==> src/rtl/fjsop_pkg.sv <==
// ============================================================================
// Flat JSON string-object parser package
// Shared types, parse phases, result kinds, error codes and byte helpers.
// ============================================================================
`timescale 1ns / 1ps
`default_nettype none

package fjsop_pkg;

    // Default width of the saturating byte position counter.
    localparam int POS_BITS_DEF = 32;

    // Width of the byte position field on the result channel.
    localparam int POS_OUT_W = 32;

    // Parse phases.
    typedef enum logic [3:0] {
        PH_START        = 4'd0,
        PH_BOM1         = 4'd1,
        PH_BOM2         = 4'd2,
        PH_OPEN         = 4'd3,
        PH_AFTER_OPEN   = 4'd4,
        PH_STRING_START = 4'd5,
        PH_IN_STRING    = 4'd6,
        PH_ESCAPE       = 4'd7,
        PH_UNICODE      = 4'd8,
        PH_COLON        = 4'd9,
        PH_AFTER_VALUE  = 4'd10,
        PH_TRAILING     = 4'd11,
        PH_ERROR        = 4'd12
    } phase_t;

    // Result kinds.
    typedef enum logic [1:0] {
        KIND_BYTE  = 2'd0,
        KIND_END   = 2'd1,
        KIND_DONE  = 2'd2,
        KIND_ERROR = 2'd3
    } kind_t;

    // Error codes.
    localparam logic [3:0] ERR_OPEN_BRACE  = 4'd0;
    localparam logic [3:0] ERR_COLON       = 4'd1;
    localparam logic [3:0] ERR_QUOTE       = 4'd2;
    localparam logic [3:0] ERR_ESCAPE_END  = 4'd3;
    localparam logic [3:0] ERR_SHORT_UNI   = 4'd4;
    localparam logic [3:0] ERR_BAD_HEX     = 4'd5;
    localparam logic [3:0] ERR_BAD_ESCAPE  = 4'd6;
    localparam logic [3:0] ERR_STRING_END  = 4'd7;
    localparam logic [3:0] ERR_EMPTY_KEY   = 4'd8;
    localparam logic [3:0] ERR_SEPARATOR   = 4'd9;
    localparam logic [3:0] ERR_TRAILING    = 4'd10;
    localparam logic [3:0] ERR_NONE        = 4'd0;

    // Characters of interest.
    localparam logic [7:0] CH_BOM0      = 8'hEF;
    localparam logic [7:0] CH_BOM1      = 8'hBB;
    localparam logic [7:0] CH_BOM2      = 8'hBF;
    localparam logic [7:0] CH_LBRACE    = 8'h7B;
    localparam logic [7:0] CH_RBRACE    = 8'h7D;
    localparam logic [7:0] CH_QUOTE     = 8'h22;
    localparam logic [7:0] CH_BACKSLASH = 8'h5C;
    localparam logic [7:0] CH_SLASH     = 8'h2F;
    localparam logic [7:0] CH_COLON     = 8'h3A;
    localparam logic [7:0] CH_COMMA     = 8'h2C;
    localparam logic [7:0] CH_LOW_B     = 8'h62;
    localparam logic [7:0] CH_LOW_F     = 8'h66;
    localparam logic [7:0] CH_LOW_N     = 8'h6E;
    localparam logic [7:0] CH_LOW_R     = 8'h72;
    localparam logic [7:0] CH_LOW_T     = 8'h74;
    localparam logic [7:0] CH_LOW_U     = 8'h75;

    // UTF-8 encoding limits and marks.
    localparam logic [15:0] UTF_MAX1 = 16'h007F;
    localparam logic [15:0] UTF_MAX2 = 16'h07FF;
    localparam logic [7:0]  UTF_LEAD2 = 8'hC0;
    localparam logic [7:0]  UTF_LEAD3 = 8'hE0;
    localparam logic [7:0]  UTF_CONT  = 8'h80;

    // One result item.
    typedef struct packed {
        kind_t                  kind;
        logic [7:0]             data;
        logic                   is_key;
        logic [3:0]             code;
        logic [POS_OUT_W-1:0]   pos;
    } res_t;

    // All results raised by one input item.
    typedef struct packed {
        logic [1:0]      last_idx;
        res_t [3:0]      res;
    } group_t;

    // Whitespace between tokens: tab through carriage return, and space.
    function automatic logic is_ws(input logic [7:0] c);
        return (c == 8'h20) || ((c >= 8'h09) && (c <= 8'h0D));
    endfunction

    // Hex digit decode; bit 4 flags a valid digit.
    function automatic logic [4:0] hex_decode(input logic [7:0] c);
        logic [4:0] r;
        r = 5'd0;
        if ((c >= 8'h30) && (c <= 8'h39))
        begin
            r = {1'b1, 4'(c - 8'h30)};
        end
        else if ((c >= 8'h41) && (c <= 8'h46))
        begin
            r = {1'b1, 4'(c - 8'h37)};
        end
        else if ((c >= 8'h61) && (c <= 8'h66))
        begin
            r = {1'b1, 4'(c - 8'h57)};
        end
        return r;
    endfunction

endpackage

`default_nettype wire

==> src/rtl/flat_json_string_object_parser.sv <==
// ============================================================================
// Flat JSON string-object parser
// Streams a flat object of string keys and values, one byte per item, and
// produces unescaped string bytes, end marks, object-done or errors.
// ============================================================================
// Usage:
//   Item channel: item_valid / item_stall carry in_byte and end_of_file.
//   end_of_file flags the final byte of a text; the parser returns to its
//   reset state right after that byte.
//   Result channel: result_valid / result_stall carry kind, data_byte,
//   is_key, error_code, byte_position and last_of_run. Each input item
//   raises zero to four results; last_of_run marks the final one.
//   An accepted item's results are registered into the queue below and
//   reach the port once earlier groups drain. Throughput: one item per cycle
//   while each item raises at most one result and result_stall is low; an
//   item with more results holds the single port, draining one per cycle.
//   A two-entry queue of result groups sits between the parser and the
//   result port, so items keep flowing while a finished result waits.
//   item_stall rises only when both queue entries are occupied.
//   Reset clears the parser state, the position counter and the queue;
//   no results are pending afterwards. A stalled result holds steady.
// ============================================================================
`timescale 1ns / 1ps
`default_nettype none

module flat_json_string_object_parser
    import fjsop_pkg::*;
#(
    parameter int POSITION_BITS = POS_BITS_DEF
)
(
    input  wire logic                 clk,
    input  wire logic                 rst_n,
    input  wire logic                 item_valid,
    output logic                      item_stall,
    input  wire logic [7:0]           in_byte,
    input  wire logic                 end_of_file,
    output logic                      result_valid,
    input  wire logic                 result_stall,
    output logic [1:0]                kind,
    output logic [7:0]                data_byte,
    output logic                      is_key,
    output logic [3:0]                error_code,
    output logic [POS_OUT_W-1:0]      byte_position,
    output logic                      last_of_run
);

    localparam int EXT_W = (POSITION_BITS > POS_OUT_W) ? POSITION_BITS : POS_OUT_W;

    // Parser state.
    phase_t                   ph_reg, ph_next;
    logic                     key_reg, key_next;
    logic [1:0]               hex_reg, hex_next;
    logic [15:0]              acc_reg, acc_next;
    logic                     khb_reg, khb_next;
    logic [POSITION_BITS-1:0] cnt_reg, cnt_next;

    // Result group queue.
    group_t                   grp_mem [2];
    logic                     wr_ptr_reg, rd_ptr_reg;
    logic [1:0]               fill_reg, fill_next;
    logic [1:0]               sub_reg, sub_next;

    // Decode helpers.
    logic                     accept;
    logic                     fail_now;
    logic [3:0]               fail_code;
    logic                     fail_at_zero;
    logic                     esc_ok;
    logic [7:0]               esc_byte;
    logic [4:0]               hx;
    logic [15:0]              acc_new;
    logic [EXT_W-1:0]         pos_ext, next_ext;
    logic [POS_OUT_W-1:0]     pos32, next32;
    res_t [3:0]               tb_res;
    logic [1:0]               tb_cnt;
    logic                     tb_byte;
    res_t                     fin_res;
    logic                     fin_en;
    group_t                   grp_new;
    logic [2:0]               n_res;
    logic                     push, pop, pop_grp;
    group_t                   head;
    res_t                     cur;

    assign accept   = item_valid && !item_stall;
    assign cnt_next = (&cnt_reg) ? cnt_reg : cnt_reg + 1'b1;
    assign pos_ext  = EXT_W'(cnt_reg);
    assign next_ext = EXT_W'(cnt_next);
    assign pos32    = pos_ext[POS_OUT_W-1:0];
    assign next32   = next_ext[POS_OUT_W-1:0];
    assign hx       = hex_decode(in_byte);
    assign acc_new  = {acc_reg[11:0], hx[3:0]};

    // Simple escape translation.
    always_comb
    begin
        esc_ok   = 1'b1;
        esc_byte = in_byte;
        unique case (in_byte)
            CH_QUOTE, CH_BACKSLASH, CH_SLASH: esc_byte = in_byte;
            CH_LOW_B: esc_byte = 8'h08;
            CH_LOW_F: esc_byte = 8'h0C;
            CH_LOW_N: esc_byte = 8'h0A;
            CH_LOW_R: esc_byte = 8'h0D;
            CH_LOW_T: esc_byte = 8'h09;
            default:  esc_ok = 1'b0;
        endcase
    end

    // Next state of the parser for one byte, and any error it raises.
    always_comb
    begin
        ph_next      = ph_reg;
        key_next     = key_reg;
        hex_next     = hex_reg;
        acc_next     = acc_reg;
        khb_next     = khb_reg;
        fail_now     = 1'b0;
        fail_code    = ERR_NONE;
        fail_at_zero = 1'b0;
        unique case (ph_reg)
            PH_START, PH_OPEN:
            begin
                if ((ph_reg == PH_START) && (in_byte == CH_BOM0))
                begin
                    ph_next = PH_BOM1;
                end
                else if (in_byte == CH_LBRACE)
                begin
                    ph_next = PH_AFTER_OPEN;
                end
                else if (!is_ws(in_byte))
                begin
                    fail_now  = 1'b1;
                    fail_code = ERR_OPEN_BRACE;
                end
            end
            PH_BOM1:
            begin
                if (in_byte == CH_BOM1)
                begin
                    ph_next = PH_BOM2;
                end
                else
                begin
                    fail_now     = 1'b1;
                    fail_code    = ERR_OPEN_BRACE;
                    fail_at_zero = 1'b1;
                end
            end
            PH_BOM2:
            begin
                if (in_byte == CH_BOM2)
                begin
                    ph_next = PH_OPEN;
                end
                else
                begin
                    fail_now     = 1'b1;
                    fail_code    = ERR_OPEN_BRACE;
                    fail_at_zero = 1'b1;
                end
            end
            PH_AFTER_OPEN:
            begin
                if (in_byte == CH_RBRACE)
                begin
                    ph_next = PH_TRAILING;
                end
                else if (in_byte == CH_QUOTE)
                begin
                    key_next = 1'b1;
                    khb_next = 1'b0;
                    ph_next  = PH_IN_STRING;
                end
                else if (!is_ws(in_byte))
                begin
                    fail_now  = 1'b1;
                    fail_code = ERR_QUOTE;
                end
            end
            PH_STRING_START:
            begin
                if (in_byte == CH_QUOTE)
                begin
                    if (key_reg)
                    begin
                        khb_next = 1'b0;
                    end
                    ph_next = PH_IN_STRING;
                end
                else if (!is_ws(in_byte))
                begin
                    fail_now  = 1'b1;
                    fail_code = ERR_QUOTE;
                end
            end
            PH_IN_STRING:
            begin
                if (in_byte == CH_QUOTE)
                begin
                    if (key_reg && !khb_reg)
                    begin
                        fail_now  = 1'b1;
                        fail_code = ERR_EMPTY_KEY;
                    end
                    else
                    begin
                        ph_next = key_reg ? PH_COLON : PH_AFTER_VALUE;
                    end
                end
                else if (in_byte == CH_BACKSLASH)
                begin
                    ph_next = PH_ESCAPE;
                end
                else if (key_reg)
                begin
                    khb_next = 1'b1;
                end
            end
            PH_ESCAPE:
            begin
                if (in_byte == CH_LOW_U)
                begin
                    ph_next  = PH_UNICODE;
                    hex_next = 2'd0;
                    acc_next = 16'd0;
                end
                else if (esc_ok)
                begin
                    ph_next = PH_IN_STRING;
                    if (key_reg)
                    begin
                        khb_next = 1'b1;
                    end
                end
                else
                begin
                    fail_now  = 1'b1;
                    fail_code = ERR_BAD_ESCAPE;
                end
            end
            PH_UNICODE:
            begin
                if (!hx[4])
                begin
                    fail_now  = 1'b1;
                    fail_code = ERR_BAD_HEX;
                end
                else
                begin
                    acc_next = acc_new;
                    if (hex_reg == 2'd3)
                    begin
                        hex_next = 2'd0;
                        ph_next  = PH_IN_STRING;
                        if (key_reg)
                        begin
                            khb_next = 1'b1;
                        end
                    end
                    else
                    begin
                        hex_next = hex_reg + 2'd1;
                    end
                end
            end
            PH_COLON:
            begin
                if (in_byte == CH_COLON)
                begin
                    key_next = 1'b0;
                    ph_next  = PH_STRING_START;
                end
                else if (!is_ws(in_byte))
                begin
                    fail_now  = 1'b1;
                    fail_code = ERR_COLON;
                end
            end
            PH_AFTER_VALUE:
            begin
                if (in_byte == CH_COMMA)
                begin
                    key_next = 1'b1;
                    ph_next  = PH_STRING_START;
                end
                else if (in_byte == CH_RBRACE)
                begin
                    ph_next = PH_TRAILING;
                end
                else if (!is_ws(in_byte))
                begin
                    fail_now  = 1'b1;
                    fail_code = ERR_SEPARATOR;
                end
            end
            PH_TRAILING:
            begin
                if (!is_ws(in_byte))
                begin
                    fail_now  = 1'b1;
                    fail_code = ERR_TRAILING;
                end
            end
            default:
            begin
                ph_next = ph_reg;
            end
        endcase
        if (fail_now)
        begin
            ph_next = PH_ERROR;
        end
    end

    // Results raised by the byte itself: bytes, end marks or an error.
    always_comb
    begin
        for (int i = 0; i < 4; i++)
        begin
            tb_res[i] = '{kind: KIND_BYTE, data: 8'd0, is_key: key_reg,
                          code: ERR_NONE, pos: pos32};
        end
        tb_cnt  = 2'd0;
        tb_byte = 1'b0;
        if (fail_now)
        begin
            tb_res[0] = '{kind: KIND_ERROR, data: 8'd0, is_key: 1'b0, code: fail_code,
                          pos: fail_at_zero ? '0 : pos32};
            tb_cnt    = 2'd1;
        end
        else
        begin
            priority case (ph_reg)
                PH_IN_STRING:
                begin
                    if (in_byte == CH_QUOTE)
                    begin
                        tb_res[0].kind = KIND_END;
                        tb_cnt         = 2'd1;
                    end
                    else if (in_byte != CH_BACKSLASH)
                    begin
                        tb_res[0].data = in_byte;
                        tb_cnt         = 2'd1;
                        tb_byte        = 1'b1;
                    end
                end
                PH_ESCAPE:
                begin
                    if (in_byte != CH_LOW_U)
                    begin
                        tb_res[0].data = esc_byte;
                        tb_cnt         = 2'd1;
                        tb_byte        = 1'b1;
                    end
                end
                PH_UNICODE:
                begin
                    if (hex_reg == 2'd3)
                    begin
                        tb_byte = 1'b1;
                        if (acc_new <= UTF_MAX1)
                        begin
                            tb_res[0].data = acc_new[7:0];
                            tb_cnt         = 2'd1;
                        end
                        else if (acc_new <= UTF_MAX2)
                        begin
                            tb_res[0].data = UTF_LEAD2 | {3'd0, acc_new[10:6]};
                            tb_res[1].data = UTF_CONT | {2'd0, acc_new[5:0]};
                            tb_cnt         = 2'd2;
                        end
                        else
                        begin
                            tb_res[0].data = UTF_LEAD3 | {4'd0, acc_new[15:12]};
                            tb_res[1].data = UTF_CONT | {2'd0, acc_new[11:6]};
                            tb_res[2].data = UTF_CONT | {2'd0, acc_new[5:0]};
                            tb_cnt         = 2'd3;
                        end
                    end
                end
                default:
                begin
                    tb_cnt = 2'd0;
                end
            endcase
        end
    end

    // Result raised by the end of the text.
    always_comb
    begin
        fin_en  = end_of_file && !fail_now;
        fin_res = '{kind: KIND_ERROR, data: 8'd0, is_key: 1'b0, code: ERR_NONE,
                    pos: next32};
        unique case (ph_next)
            PH_START, PH_OPEN: fin_res.code = ERR_OPEN_BRACE;
            PH_BOM1, PH_BOM2:
            begin
                fin_res.code = ERR_OPEN_BRACE;
                fin_res.pos  = '0;
            end
            PH_AFTER_OPEN, PH_STRING_START: fin_res.code = ERR_QUOTE;
            PH_IN_STRING:   fin_res.code = ERR_STRING_END;
            PH_ESCAPE:      fin_res.code = ERR_ESCAPE_END;
            PH_UNICODE:     fin_res.code = ERR_SHORT_UNI;
            PH_COLON:       fin_res.code = ERR_COLON;
            PH_AFTER_VALUE: fin_res.code = ERR_SEPARATOR;
            PH_TRAILING:    fin_res.kind = KIND_DONE;
            default:        fin_en = 1'b0;
        endcase
    end

    // Gather the group of results for this item.
    always_comb
    begin
        n_res = {1'b0, tb_cnt} + {2'd0, fin_en};
        for (int i = 0; i < 4; i++)
        begin
            grp_new.res[i] = (i < int'(tb_cnt)) ? tb_res[i[1:0]] : fin_res;
        end
        grp_new.last_idx = 2'(n_res - 3'd1);
    end

    // Parser state registers.
    always_ff @(posedge clk or negedge rst_n)
    begin
        if (!rst_n)
        begin
            ph_reg  <= PH_START;
            key_reg <= 1'b1;
            hex_reg <= 2'd0;
            acc_reg <= 16'd0;
            khb_reg <= 1'b0;
            cnt_reg <= '0;
        end
        else if (accept)
        begin
            if (end_of_file)
            begin
                ph_reg  <= PH_START;
                key_reg <= 1'b1;
                hex_reg <= 2'd0;
                acc_reg <= 16'd0;
                khb_reg <= 1'b0;
                cnt_reg <= '0;
            end
            else
            begin
                ph_reg  <= ph_next;
                key_reg <= key_next;
                hex_reg <= hex_next;
                acc_reg <= acc_next;
                khb_reg <= khb_next | (key_reg & tb_byte);
                cnt_reg <= cnt_next;
            end
        end
    end

    // Result queue control.
    assign head         = grp_mem[rd_ptr_reg];
    assign cur          = head.res[sub_reg];
    assign result_valid = (fill_reg != 2'd0);
    assign item_stall   = (fill_reg == 2'd2);
    assign push         = accept && (n_res != 3'd0);
    assign pop          = result_valid && !result_stall;
    assign pop_grp      = pop && (sub_reg == head.last_idx);
    assign fill_next    = fill_reg + {1'b0, push} - {1'b0, pop_grp};
    assign sub_next     = pop_grp ? 2'd0 : (pop ? sub_reg + 2'd1 : sub_reg);

    always_ff @(posedge clk or negedge rst_n)
    begin
        if (!rst_n)
        begin
            wr_ptr_reg <= 1'b0;
            rd_ptr_reg <= 1'b0;
            fill_reg   <= 2'd0;
            sub_reg    <= 2'd0;
        end
        else
        begin
            fill_reg <= fill_next;
            sub_reg  <= sub_next;
            if (push)
            begin
                wr_ptr_reg <= ~wr_ptr_reg;
            end
            if (pop_grp)
            begin
                rd_ptr_reg <= ~rd_ptr_reg;
            end
        end
    end

    // Result group storage.
    always_ff @(posedge clk)
    begin
        if (push)
        begin
            grp_mem[wr_ptr_reg] <= grp_new;
        end
    end

    // Result port.
    assign kind          = cur.kind;
    assign data_byte     = cur.data;
    assign is_key        = cur.is_key;
    assign error_code    = cur.code;
    assign byte_position = cur.pos;
    assign last_of_run   = (sub_reg == head.last_idx);

    // The queue never holds more than its two entries.
    assert property (@(posedge clk) disable iff (!rst_n) fill_reg <= 2'd2)
        else $error("result queue overfilled");

    // The run index never passes the last result of the head group.
    assert property (@(posedge clk) disable iff (!rst_n)
        result_valid |-> (sub_reg <= head.last_idx))
        else $error("run index beyond group end");

    // A stalled result keeps its place in the run.
    assert property (@(posedge clk) disable iff (!rst_n)
        (result_valid && result_stall) |=> $stable(sub_reg) && $stable(rd_ptr_reg))
        else $error("stalled result moved");

    // The final byte of a text returns the parser to its start.
    assert property (@(posedge clk) disable iff (!rst_n)
        (accept && end_of_file) |=> (ph_reg == PH_START) && (cnt_reg == '0) && key_reg)
        else $error("parser not reset after end of text");

endmodule

`default_nettype wire
==> config.mk <==
export PLATFORM = sky130hd
export DESIGN_NAME = flat_json_string_object_parser
export DESIGN_NICKNAME = d
export VERILOG_FILES = /design/src/rtl/fjsop_pkg.sv /design/src/rtl/flat_json_string_object_parser.sv
export SDC_FILE = /design/constraint.sdc
export NUM_CORES = 1
export LEC_CHECK = 0
export BUFFER_PORTS_ARGS = -buffer_cell sky130_fd_sc_hd__buf_2
export CORE_ASPECT_RATIO = 1.2
export CORE_MARGIN = 2
export CORE_UTILIZATION = 50
export DETAILED_ROUTE_END_ITERATION = 10
export PLACE_DENSITY = 0.77
export SLEW_MARGIN = 15
export SYNTH_ARGS = -nofsm -noshare
export SYNTH_HDL_FRONTEND = slang
export SYNTH_SLANG_ARGS = --single-unit
==> constraint.sdc <==
create_clock -name clk -period 14.09 [get_ports clk]
set_input_delay 1.409 -clock clk [delete_from_list [all_inputs] [get_ports clk]]
set_output_delay 1.409 -clock clk [all_outputs]
set_load 0.03 [all_outputs]
# Word-level counts from Yosys, hierarchy flattened
# Memories as Yosys holds them, arrays and structs flattened.
# Cells that the tools add are included.
word_totals:
  register_bits: 58
  latch_bits: 0
  mem_bits_rw: 360
  mem_bits_ro: 0
  wordCells: 256
  memories: 1
memory_table:
  columns: ["memory", "depth", "word_bits", "rd", "rd_clocked_by_memory_dff", "wr", "line_no", "text"]
  rows:
  - ["grp_mem", 2, 180, 1, 0, 1, "flat_json_string_object_parser.sv:59", "group_t grp_mem [2];"]
op_classes:
  n_addsub: 10
  mul: 0
  div: 0
  order_cmp: 14
  n_eq_ne: 50
  shifts: 0
  n_mux: 136
  bitwise: 4
  n_reduce_logical: 31
ops:
  columns: ["op", "count"]
  rows:
  - ["47-bit 2-to-1 mux", 4]
  - ["32-bit 2-to-1 mux", 4]
  - ["8-bit 2-to-1 mux", 14]
  - ["4-bit 2-to-1 mux", 24]
  - ["47-bit binary-select mux with 2-bit select", 1]
  - ["8-bit by 7-bit equality test with 1-bit output (second input constant)", 9]
  - ["1-bit 2-to-1 mux", 49]
  - ["8-bit by 6-bit equality test with 1-bit output (second input constant)", 5]
  - ["4-bit case mux with 10 select lines", 1]
  - ["8-bit case mux with 5 select lines", 1]
  - ["37-bit 2-to-1 mux", 1]
  - ["12-bit 2-to-1 mux", 3]
  - ["32-bit by 1-bit adder with 32-bit output (second input constant)", 1]
  - ["4-bit by 3-bit equality test with 1-bit output (second input constant)", 8]
  - ["4-bit equality test (second input constant)", 8]
  - ["4-bit case mux with 8 select lines", 1]
  - ["32-bit AND reduction", 1]
  - ["2-bit 2-to-1 mux", 14]
  - ["8-bit equality test (second input constant)", 3]
  - ["12-bit case mux with 2 select lines", 1]
  - ["4-bit case mux with 6 select lines", 1]
  - ["8-bit case mux with 3 select lines", 1]
  - ["3-bit != test (second input constant)", 6]
  - ["4-bit by 2-bit equality test with 1-bit output (second input constant)", 4]
  - ["47 further kinds", 80]

# Longest topological paths before layout
# Gate-level depths: netlist (run 1).
logic_depth:
  word_depth: 16
  mapped_depth: 21
  mapped_depth_nobuf: 20

# Least setup slack after synthesis (run 1)
# Ideal clock, no wire load.
synth_timing:
  path_type: "input port to flip-flop"
  from: "input in_byte[7]"
  to: "memory grp_mem[0][0] (netlist name), enable pin"
  setup_ns: 0.720
  arrival_ns: 11.469
  t_required_ns: 13.370
  setup_slack_ns: 1.902
  cell_stages: 14
  path_cell_list: "buf_2 -> or4b_4 -> a311oi_4 -> or3_2 -> o211a_4 -> nand4_1 -> a211oi_1 -> ha_1 -> ha_1 -> inv_1 -> ha_1 -> inv_1 -> o21ai_0 -> nor2_1"
synth_between:
  elab_chain_cells: 16
synth_rtl:
  columns: ["element", "line_no", "text"]
  rows:
  - ["from (decl)", "flat_json_string_object_parser.sv:36", "input wire logic [7:0] in_byte,"]
  - ["8-bit by 7-bit >= comparator with 1-bit output, or another cell as far along", "fjsop_pkg.sv:112", "else if ((c >= 8'h61) && (c <= 8'h66))"]
  - ["1-bit logical AND, on equally long branches", "fjsop_pkg.sv:112, fjsop_pkg.sv:97", null]
  - ["5-bit 2-to-1 mux / 1-bit logical OR (equally long branches)", "fjsop_pkg.sv:112, fjsop_pkg.sv:97", null]
  - ["5-bit 2-to-1 mux / 1-bit 2-to-1 mux (equally long branches)", null, null]
  - ["5-bit 2-to-1 mux, or another cell as far along", "fjsop_pkg.sv:104", "if ((c >= 8'h30) && (c <= 8'h39))"]
  - ["16-bit by 11-bit <= comparator with 1-bit output, or another cell as far along", "flat_json_string_object_parser.sv:370", "else if (acc_new <= UTF_MAX2)"]
  - ["1-bit 2-to-1 mux, or another cell as far along", "flat_json_string_object_parser.sv:370", null]
  - ["2-bit 2-to-1 mux / 4-bit 2-to-1 mux (equally long branches)", "flat_json_string_object_parser.sv:365, flat_json_string_object_parser.sv:312", null]
  - ["2-bit 2-to-1 mux, or another cell as far along", "flat_json_string_object_parser.sv:362", "if (hex_reg == 2'd3)"]
  - ["2-bit case mux with 3 select lines / 12-bit OR reduction (equally long branches)", null, null]
  - ["2-bit 2-to-1 mux / 1-bit 2-to-1 mux (equally long branches)", "flat_json_string_object_parser.sv:328, flat_json_string_object_parser.sv:399", null]
  - ["2-bit by 1-bit adder with 3-bit output *", "flat_json_string_object_parser.sv:420", "n_res = {1'b0, tb_cnt} + {2'd0, fin_en};"]
  - ["3-bit nonzero test *", "flat_json_string_object_parser.sv:468", "assign push = accept && (n_res != 3'd0);"]
  - ["1-bit logical AND *", "flat_json_string_object_parser.sv:468", null]
  - ["1-bit 2-to-1 mux *", "flat_json_string_object_parser.sv:501", "if (push)"]
  - ["1-bit 2-to-1 mux (not written as such) *", "flat_json_string_object_parser.sv:503", "grp_mem[wr_ptr_reg] <= grp_new;"]
  - ["to (decl)", "flat_json_string_object_parser.sv:59", null]
# Mark *: on every way between the ends. The rest lies on a longest branch, timed or not.

# Worst setup path after layout (run 1)
layout_timing:
  from: "input in_byte[0]"
  to: "memory grp_mem[0][113] (netlist name), enable pin"
# Same word-level chain as after synthesis.

==> metrics.cfg, run 1 <==
[cts]
clock_latency_ps = 540
post_cts_resized = 0
cts_hold_buf = 0
cts_made_buffers = 39
cts.path.max_buffers = 3
cts-htree-levels = 2
cts_tree = done
path_clk_slew_ps = 60
cts_sinks = 414
cts_root_buf = clkbuf_16
post-cts-setup-buffers = 0

[synth]
ys_ff_latch = 414
synth_nets = 1576
synth_edf_count = 356
yosysSeqAreaShare_pct = 59.6
yosysTopAreaCell = edfxtp_1
yosys-top-cells-count = 356 x edfxtp_1, 142 x nor2_1, 125 x nand2_1, 125 x o21ai_0, 83 x mux4_2
ys_top_cells_by_area = edfxtp_1 53%, mux4_2 9.2%, dfrtp_1 7.0%
ys.flop_type = edfxtp_1
synth_area_um2 = 20400
async_reset_ff_share_pct = 14.0
synthCells = 1551
syn_avg_cell_area_um2 = 13.1
ys_warn_count = 0
ys_types = 84
synth_top_area_share_pct = 52.5
synth_most_common_cell = edfxtp_1

[place]
io_buffer_count = 62
placed_cell_area_um2 = 20900
gp_congestion = 0.917
place_hpwl_mm = 29.3

[floorplanning]
core-area_um2 = 40400
die_w_um = 188
ioPinCount = 63
dieArea_um2 = 42400
row_count = 81
start_util_pct = 50.4
die_height_um = 225

[routing]
final_antenna_net_count = 0
drtIter0Drc = 1283
vias = 13000
wl_mm = 46.5
via_per_inst = 6.14
route.detailed.drc = 0
wl_per_cell_um = 22.0
first_pass_iters = 5

[finish]
largest_reg_flops = 356
area_growth_pct = 8.76
n_fill_cell = 3183
drive_gt1_share_pct = 18.2
nets = 1572
antennaDiodeCount = 0
finalInstanceArea_um2 = 22100

[setup_path]
crit_chain = buf_2, inv_1, ha_1, xnor2_1, nor2_1, o21ai_0, o31a_1, nand4_4, inv_1, ha_1, inv_1, ha_1, inv_1, o21ai_0, nor2_4, buf_4, buf_4
cp.arrival_ps = 7150
cp_num_buf_inv = 7
cp_common_cell = inv_1
critical-path-top-delay-family = buffers and inverters
worst_setup_path_end_kind = flip-flop
crit_fanout = 68
worst_path_max_delay_cell = buf_4
critical_path_class = in2reg
worstSetupStartpointType = primary input
cp_data_required_time_ps = 14240
slowest_delay_ps = 830

[timing]
fin_worst_skew_ps = 16.2
layout_min_cycle_time_ps = 7000
finalSetupTns_ps = 0
final_max_slew_viol_count = 0
post-route-period-util_pct = 49.7
fmax_mhz = 143
final-hold-violation-count = 0
worst_slew_pin_slew_ps = 1160
setup_viol = 0
rsz0062_at_grt = false
slew_headroom_pct = 22.1

[power_and_ir_drop]
power_w = 0.00464
ir_drop_mv = 0.127
pwr_density_cell_nw_per_um2 = 210
p_leak_nw = 7.64

[grt]
grt_max_degree = 96
track_usage_pct = 22.1
grt_antenna_before_repair = 0
grt_pass1_vias = 13200
grt_overflow = 0
grt_first_pass_wirelength_mm = 73.2

[status]
status = finished, final reports clean

[worst_hold_path]
worstHoldPathType = reg2reg

[job]
maxCapViolCount = 0

## cells in the final DEF (no fill, tap or decap), types with 6 or more instances in the layout
| cell type | count |
|---|---|
| a22o_1 | 75 |
| xnor2_1 | 42 |
| nor2b_1 | 19 |
| nor2_1 | 139 |
| o22ai_1 | 12 |
| a21oi_1 | 31 |
| nor4_1 | 11 |
| inv_1 | 37 |
| nand2b_1 | 20 |
| mux2i_1 | 13 |
| o31ai_1 | 10 |
| xor2_1 | 22 |
| a22oi_1 | 6 |
| edfxtp_1 | 356 |
| nand3_1 | 25 |
| a211oi_1 | 7 |
| nand4_1 | 9 |
| buf_2 | 62 |
| buf_4 | 17 |
| and3_1 | 16 |
| clkbuf_16 | 41 |
| mux4_2 | 83 |
| dfrtp_1 | 54 |
| o21ai_0 | 125 |
| and2_1 | 10 |
| mux2_2 | 39 |
| ha_1 | 12 |
| nand2_1 | 124 |
| clkbuf_1 | 15 |
| nor3_1 | 17 |
## final timing paths
kind | endpoint | startpoint | cells past startpoint | slack (ps)
worst min-delay path | hex_reg[1]$_DFFE_PN0P_ | hex_reg[1]$_DFFE_PN0P_ | 2 | 510
worst max register to register | grp_mem[0][113]$_DFFE_PP_ | ph_reg[0]$_DFFE_PN0P_ | 12 | 8010
worst max-delay path | grp_mem[0][113]$_DFFE_PP_ | in_byte[0] | 17 | 7090
worst min register to register | hex_reg[1]$_DFFE_PN0P_ | hex_reg[1]$_DFFE_PN0P_ | 2 | 510
max in group asynchronous | sub_reg[0]$_DFFE_PN0P_ | rst_n | 2 | 12330
min in group asynchronous | khb_reg$_DFFE_PN0P_ | rst_n | 2 | 1030
## tightest hold or removal path, stage by stage, from the launching register on
cell     delay (ps)
dfrtp_1         350
nand2_1          50
o21ai_0          70
## logic make-up after synthesis
| kind of cell | after synthesis | share of synthesized area [%] |
|---|---|---|
| AOI/OAI and AO/OA | 318 | 10.5 |
| and+or+nand+nor | 445 | 10.9 |
| adders and majority gates | 12 | 0.737 |
| xor gates and xnor gates | 64 | 2.75 |
| muxes | 135 | 12.0 |
| buffers and inverters | 163 | 3.48 |
| DFF | 414 | 59.6 |
## report_power, final
part,switching [W],internal (W)
clock,0.000431,0.000546
combinational,0.00108,0.000633
sequential,0.000161,0.00179
## stage by stage
step / util [%] / cells / setup WS, ps / hold slack [ps]
after global routing: 54.8 / 2114 / 6730 / 534
after floorplan: - / 1551 / 1900 / 454
after global placement: 51.8 / 2044 / 6810 / 472
after CTS: 54.7 / 2113 / 7150 / 509
after detailed placement: 51.8 / 2044 / 6680 / 495
final: 54.8 / 2114 / 7090 / 508
## area by class of cell
type,count,area [um^2],share of cell area [%]
well taps,539,674,3.05
flip-flops and latches,414,12200,54.9
inverters,38,143,0.644
repair buffers,80,465,2.10
clock inverters,11,58.8,0.266
clock buffers,58,1110,5.01
multi-input cells,974,7540,34.1
## routing by layer
metal  part of all wire (%)  track usage (%)  vias to the layer above
li1                       -                -                     5875
met1                     39             27.4                     6529
met2                     51             39.0                      469
met3                    5.9             3.27                      116
met4                    3.4             9.25                        0
met5                      0                0                        -
Power figures use the tool's default switching activity.
==> run 2: changes to the inputs <==
--- a/config.mk
+++ b/config.mk
@@ -5,6 +5,7 @@
 export SDC_FILE = /design/constraint.sdc
 export NUM_CORES = 1
 export LEC_CHECK = 0
+export ABC_AREA = 1
 export BUFFER_PORTS_ARGS = -buffer_cell sky130_fd_sc_hd__buf_2
 export CORE_ASPECT_RATIO = 1.2
 export CORE_MARGIN = 2
==> constraint.sdc (replaced) <==
create_clock -name clk -period 7.2 [get_ports clk]
set_input_delay 0.72 -clock clk [delete_from_list [all_inputs] [get_ports clk]]
set_output_delay 0.72 -clock clk [all_outputs]
set_load 0.03 [all_outputs]
==> run 2 against run 1 <==
Clock skew barely moved; non-clock buffer count rose by 1; synthesized cell count rose by 32%; sequential share of layout area rose by 0.60 points; setup slack got worse by 5300 ps; critical path depth rose by 3; sequential power rose by 95%; clock power rose by 110%; first-iteration DRC count rose by 24%; power rose by 110%; count of clock-buffer cells in the layout fell by 1; flip-flop and latch count did not move; critical endpoint unchanged; largest cell class unchanged.
==> metrics.cfg, run 2 <==
[cts]
post-cts-setup-buffers = 0  ; unchanged
clock_latency_ps = 550  ; about the same
cts_root_buf = clkbuf_16
cts_tree = done
cts_hold_buf = 0  ; unchanged
cts-htree-levels = 2  ; unchanged
cts_sinks = 414  ; unchanged
cts_made_buffers = 40  ; +2.6%
cts.path.max_buffers = 3  ; unchanged
path_clk_slew_ps = 70  ; about the same
post_cts_resized = 0  ; unchanged

[synth]
synth_edf_count = 356  ; unchanged
async_reset_ff_share_pct = 14.0  ; unchanged
ys_ff_latch = 414  ; unchanged
syn_avg_cell_area_um2 = 9.71  ; -26%
yosys-top-cells-count = 356 x edfxtp_1, 350 x nand2_1, 326 x nor2_1
synth_top_area_share_pct = 53.7  ; +1.2 points
synth_most_common_cell = edfxtp_1
synth_area_um2 = 19900  ; -2.2%
ys_types = 51  ; -39%
ys.flop_type = edfxtp_1
ys_top_cells_by_area = edfxtp_1 54%, o21ai_0 7.5%, dfrtp_1 7.2%
synthCells = 2051  ; +32%
yosysTopAreaCell = edfxtp_1
yosysSeqAreaShare_pct = 60.9  ; +1.3 points
synth_nets = 2076  ; +32%
ys_warn_count = 0  ; unchanged

[timing]
final-hold-violation-count = 0  ; unchanged
worst_slew_pin_slew_ps = 1180  ; +21.9 ps
final_max_slew_viol_count = 0  ; unchanged
layout_min_cycle_time_ps = 5410
setup_viol = 0  ; unchanged
rsz0062_at_grt = false
fin_worst_skew_ps = 16.3  ; +0.159 ps
post-route-period-util_pct = 75.2
fin_ws_ps = 1790  ; -5300 ps
fmax_mhz = 185
slew_headroom_pct = 21.1  ; -1.0 points

[grt]
track_usage_pct = 25.8  ; +3.7 points
grt_pass1_vias = 15100  ; +14%
grt_first_pass_wirelength_mm = 82.1  ; +12%
grt_antenna_before_repair = 1  ; +1
grt_overflow = 0  ; unchanged
grt_max_degree = 117  ; +22%

[setup_path]
slowest_delay_ps = 750  ; -80 ps
worstSetupStartpointType = flip-flop
crit_fanout = 64  ; -5.9%
crit_chain = inv_1, nand2_1, nor2_1, nand2_1, nand2_4, clkinv_2, nand2_1, nor2_1, nand3_4, inv_2, a21oi_1, nor2_1, ha_1, ha_1, inv_1, ha_1, inv_1, o21ai_0, nor2_4, buf_4
critical_path_class = reg2reg
r2r_start = ph_reg[3]$_DFFE_PN0P_
worst_path_max_delay_cell = buf_4
worst_setup_path_end_kind = flip-flop
cp_data_required_time_ps = 7360  ; -6880 ps
cp_num_buf_inv = 6  ; -1
cp-startpoint = ph_reg[3]$_DFFE_PN0P_
critical-path-top-delay-family = simple AND/OR/NAND/NOR gates
cp.arrival_ps = 5570  ; -1580 ps

[finish]
final_cell_mix = 356 x edfxtp_1, 350 x nand2_1, 323 x nor2_1, 299 x o21ai_0, 137 x inv_1
area_growth_pct = 9.90
multi_input_area_um2 = 6740  ; -11%
nets = 2087  ; +33%
register_area_um2 = 12100  ; about the same
n_fill_cell = 3384  ; +6.3%
largest_reg_flops = 356  ; unchanged
drive_gt1_share_pct = 9.17  ; -9.0 points
antennaDiodeCount = 0  ; unchanged
fin_cells = 2627  ; +24%
final_common_cell = edfxtp_1

[routing]
via_per_inst = 5.84  ; -4.9%
final_antenna_net_count = 0  ; unchanged
vias = 15300  ; +18%
first_pass_iters = 5  ; unchanged
wl_per_cell_um = 20.1  ; -8.5%
route.detailed.drc = 0  ; unchanged
drtIter0Drc = 1585  ; +24%
wl_mm = 52.9  ; +14%

[floorplanning]
core-area_um2 = 39500  ; -2.2%
die_w_um = 186  ; -1.1%
dieArea_um2 = 41500  ; -2.1%
die_height_um = 223  ; -1.1%
ioPinCount = 63  ; unchanged
start_util_pct = 50.4  ; about the same
row_count = 80  ; -1.2%

[power_and_ir_drop]
ir_drop_mv = 0.371  ; +190%
pwr_density_cell_nw_per_um2 = 439  ; +110%
p_leak_nw = 8.20  ; +7.3%

[job]
maxCapViolCount = 0  ; unchanged

[status]
status = finished, final reports clean

[place]
gp_congestion = 0.946  ; +3.1%
dp.cells = 2553  ; +25%
io_buffer_count = 62  ; unchanged
pre_cts_slack_ps = 1510  ; -5170 ps
place_hpwl_mm = 34.2  ; +17%

[worst_hold_path]
worstHoldPathType = in2async

## run 2: final cells by class
| cell class | instances | area share (%) |
|---|---|---|
| well taps | 533 | 3.05 |
| inverters | 156 | 2.70 |
| flip-flops and latches | 414 | 55.5 |
| multi-input cells | 1369 | 30.8 |
| repair buffers | 81 | 2.18 |
| clock inverters | 17 | 0.549 |
| clock buffers | 57 | 5.24 |
## run 2: path summary, 6_finish.rpt
| path | endpoint | slack [ps] | cells after the start |
|---|---|---|---|
| worst max-delay path | grp_mem[0][113]$_DFFE_PP_ | 1790 | 20 |
| worst min-delay path | acc_reg[10]$_DFFE_PN0P_ | 360 | 2 |
| worst max register to register | grp_mem[0][113]$_DFFE_PP_ | 1790 | 20 |
| worst min register to register | hex_reg[1]$_DFFE_PN0P_ | 490 | 2 |
| max in group asynchronous | rd_ptr_reg$_DFFE_PN0P_ | 6200 | 2 |
| min in group clk | hex_reg[1]$_DFFE_PN0P_ | 490 | 2 |
## run 2: routing by layer
layer | up-vias | wire length, um | track usage [%]
met3 | 150 | 3520 | 3.59
met4 | 2 | 2550 | 12.5
li1 | 7146 | - | -
met5 | - | 13 | 0
met2 | 661 | 26800 | 44.2
met1 | 7385 | 20100 | 31.9
## run 2: stage by stage
stage,instance area (um^2),total power (W),TNS [ps],utilization [%],hold WS (ps)
2_1_floorplan,19900,0.00652,-372450,-,424
3_3_place_gp,20600,0.00753,0,52.2,468
3_5_place_dp,20600,0.00763,0,52.2,474
4_1_cts,21900,0.00964,0,55.4,364
5_1_grt,21900,0.0101,0,55.4,420
6_report,21900,0.00960,0,55.4,357
## run 2: cell families (layout without fill, tap and decap cells)
family	Yosys count	after routing	synth area share [%]
compound gates	475	475	13.7
xor+xnor	32	32	1.41
fa+ha+maj	12	12	0.754
buf+inv	268	311	5.31
flops	414	414	60.9
simple gates	850	850	17.8
## run 2: power breakdown
group	leakage, nW	total (W)	internal (W)	switching (W)
registers	4.11	0.00381	0.00357	0.000239
clock network	0.605	0.00201	0.00112	0.000883
logic	3.49	0.00379	0.000909	0.00288
total	8.20	0.00960	0.00561	0.00400
==> run 3: changes to the inputs <==
==> constraint.sdc (replaced) <==
create_clock -name clk -period 5 [get_ports clk]
set_input_delay 0.5 -clock clk [delete_from_list [all_inputs] [get_ports clk]]
set_output_delay 0.5 -clock clk [all_outputs]
set_load 0.03 [all_outputs]
==> run 3 against run 2 <==
Count of clock-buffer cells in the layout is 3 lower; first-iteration DRC count is 17% lower; fmax grew 30%; cell count grew 0.53%; critical endpoint is now grp_mem[0][136]$_DFFE_PP_; largest cell class unchanged; highest routed layer is now met4.
==> metrics.cfg, run 3 (same netlist as run 2, synthesis figures left out) <==
[status]
status = finished, final reports clean

[cts]
cts_root_buf = clkbuf_16
cts_tree = done
clock_latency_ps = 550  ; about the same
path_clk_slew_ps = 60  ; about the same
cts_made_buffers = 39  ; -2.5%
cts-htree-levels = 2  ; unchanged
cts_sinks = 414  ; unchanged
cts.path.max_buffers = 3  ; unchanged

[power_and_ir_drop]
power.switching_w = 0.00585  ; +46%
pwr-share-seq_pct = 38.9  ; -0.8 points
p_leak_nw = 8.31  ; +1.3%
switching_share_pct = 41.5  ; -0.14 points
pwr-share-comb_pct = 40.0  ; +0.6 points
ir_drop_mv = 0.402  ; +8.3%
p_int_w = 0.00825  ; +47%
pwr_density_cell_nw_per_um2 = 638  ; +45%
pwr-share-clk_pct = 21.0  ; about the same

[setup_path]
worstSetupStartpointType = flip-flop
worst_path_max_delay_cell = buf_4
cp.arrival_ps = 4360  ; -1210 ps
r2r_setup_slack_ps = 850  ; -940 ps
cp_num_buf_inv = 5  ; -1
crit_chain = inv_1, nand2_1, nor2_2, inv_2, nor2_4, nand2_1, nand2_1, nor2_1, nand3_1, nor2_1, a21oi_1, nor2_1, ha_1, ha_1, inv_1, ha_1, inv_2, o21ai_4, nor2_4, buf_4
critical_path_class = reg2reg
critical-path-top-delay-family = simple AND/OR/NAND/NOR gates
worst_setup_path_end_kind = flip-flop
cp_data_required_time_ps = 5210  ; -2150 ps
crit_fanout = 29  ; -55%
slowest_delay_ps = 430  ; -320 ps

[floorplanning]
start_util_pct = 50.4  ; unchanged
row_count = 80  ; unchanged
dieArea_um2 = 41500  ; unchanged
core-area_um2 = 39500  ; unchanged
die_height_um = 223  ; unchanged
die_w_um = 186  ; unchanged
ioPinCount = 63  ; unchanged

[timing]
slew_headroom_pct = 36.4  ; +15 points
finalSetupTns_ps = 0  ; unchanged
layout_min_cycle_time_ps = 4150  ; -1260 ps
fmax_mhz = 241  ; +30%
final_max_slew_viol_count = 0  ; unchanged
worst_slew_pin_slew_ps = 954  ; -226 ps
fin_worst_skew_ps = 16.5  ; +0.156 ps
setup_viol = 0  ; unchanged
final-hold-violation-count = 0  ; unchanged
post-route-period-util_pct = 83.1  ; +7.9 points
hold_slack_ps = 384  ; +27.7 ps
rsz0062_at_grt = false

[routing]
first_pass_iters = 5  ; unchanged
final_antenna_net_count = 0  ; unchanged
wl_per_cell_um = 20.5  ; +1.9%
wl_mm = 54.2  ; +2.4%
vias = 15500  ; +1.1%
drtIter0Drc = 1309  ; -17%
via_per_inst = 5.87  ; +0.52%
route.detailed.drc = 0  ; unchanged

[finish]
antennaDiodeCount = 0  ; unchanged
final_common_cell = edfxtp_1
n_fill_cell = 3365  ; -0.56%
register_area_um2 = 12100  ; unchanged
finalInstanceArea_um2 = 22100  ; +0.95%
nets = 2102  ; +0.72%
final_cell_mix = 356 x edfxtp_1, 348 x nand2_1, 322 x nor2_1, 298 x o21ai_0, 134 x inv_1
area_growth_pct = 10.9
multi_input_area_um2 = 6770  ; +0.43%
drive_gt1_share_pct = 10.2  ; +1.1 points
largest_reg_flops = 356  ; unchanged

[grt]
track_usage_pct = 26.2  ; +0.42 points
grt_overflow = 0  ; unchanged
grt_max_degree = 112  ; -4.3%
grt_pass1_vias = 15500  ; +2.4%
grt_first_pass_wirelength_mm = 83.5  ; +1.7%
grt_antenna_before_repair = 0  ; -1

[worst_hold_path]
worstHoldPathType = in2reg

[place]
io_buffer_count = 62  ; unchanged
place_hpwl_mm = 35.7  ; +4.3%
gp_congestion = 0.934  ; -1.2%
placed_cell_area_um2 = 20800  ; +0.89%

[job]
maxCapViolCount = 0  ; unchanged

run 3: worst min-delay path, stage by stage:
cell and delay (ps):
buf_2 70, a21oi_1 80, nand2_1 100, nand3_1 70
inv_1 60
run 3: metrics by stage:
step                worst slack (ps)  util, %  instances  power, W
floorplan                       -766        -       2051   0.00934
global placement                 613     52.6       2568    0.0110
detailed placement               584     52.6       2568    0.0112
CTS                              898     55.9       2641    0.0141
global route                     526     55.9       2641    0.0148
finish                           847     55.9       2641    0.0141
run 3: final cells by class:
| type | instances | share of cell area [%] |
|---|---|---|
| clock inverters | 18 | 0.815 |
| repair buffers | 97 | 2.89 |
| flip-flops and latches | 414 | 55.0 |
| multi-input cells | 1369 | 30.6 |
| clock buffers | 54 | 4.99 |
| inverters | 156 | 2.69 |
| well taps | 533 | 3.02 |
run 3: worst paths after layout:
check                                       start                        end  cells after the start
min                                  result_stall     sub_reg[0]$_DFFE_PN0P_                      5
min reg2reg                hex_reg[1]$_DFFE_PN0P_     hex_reg[1]$_DFFE_PN0P_                      2
max                         ph_reg[2]$_DFFE_PN0P_  grp_mem[0][136]$_DFFE_PP_                     20
min in group asynchronous                   rst_n    acc_reg[10]$_DFFE_PN0P_                      2
max reg2reg                 ph_reg[2]$_DFFE_PN0P_  grp_mem[0][136]$_DFFE_PP_                     20
max in group asynchronous                   rst_n     rd_ptr_reg$_DFFE_PN0P_                      3
run 3: timing repair:
action / CTS / global route
setup buffers: 0 / 0
hold buffers: 1 / 0
resized for setup: 0 / 0
endpoints found under the hold margin: 14 / 0
run 3: per-layer routing:
layer	part of all wire (%)	up-vias	wire length, um	global-route usage, %
li1	-	7179	-	-
met1	37	7478	20200	31.5
met2	52	699	27900	46.3
met3	6.7	150	3640	3.41
met4	4.6	0	2480	12.3
met5	0	-	0	0
run 3: power by group through the flow:
stage                     logic (W)  registers [W]  clock network [W]
final                       0.00565        0.00549            0.00296
after global routing        0.00612        0.00558            0.00310
after CTS                   0.00565        0.00549            0.00298
after detailed placement    0.00562        0.00555                  0
after global placement      0.00551        0.00550                  0
after floorplan             0.00386        0.00548                  0
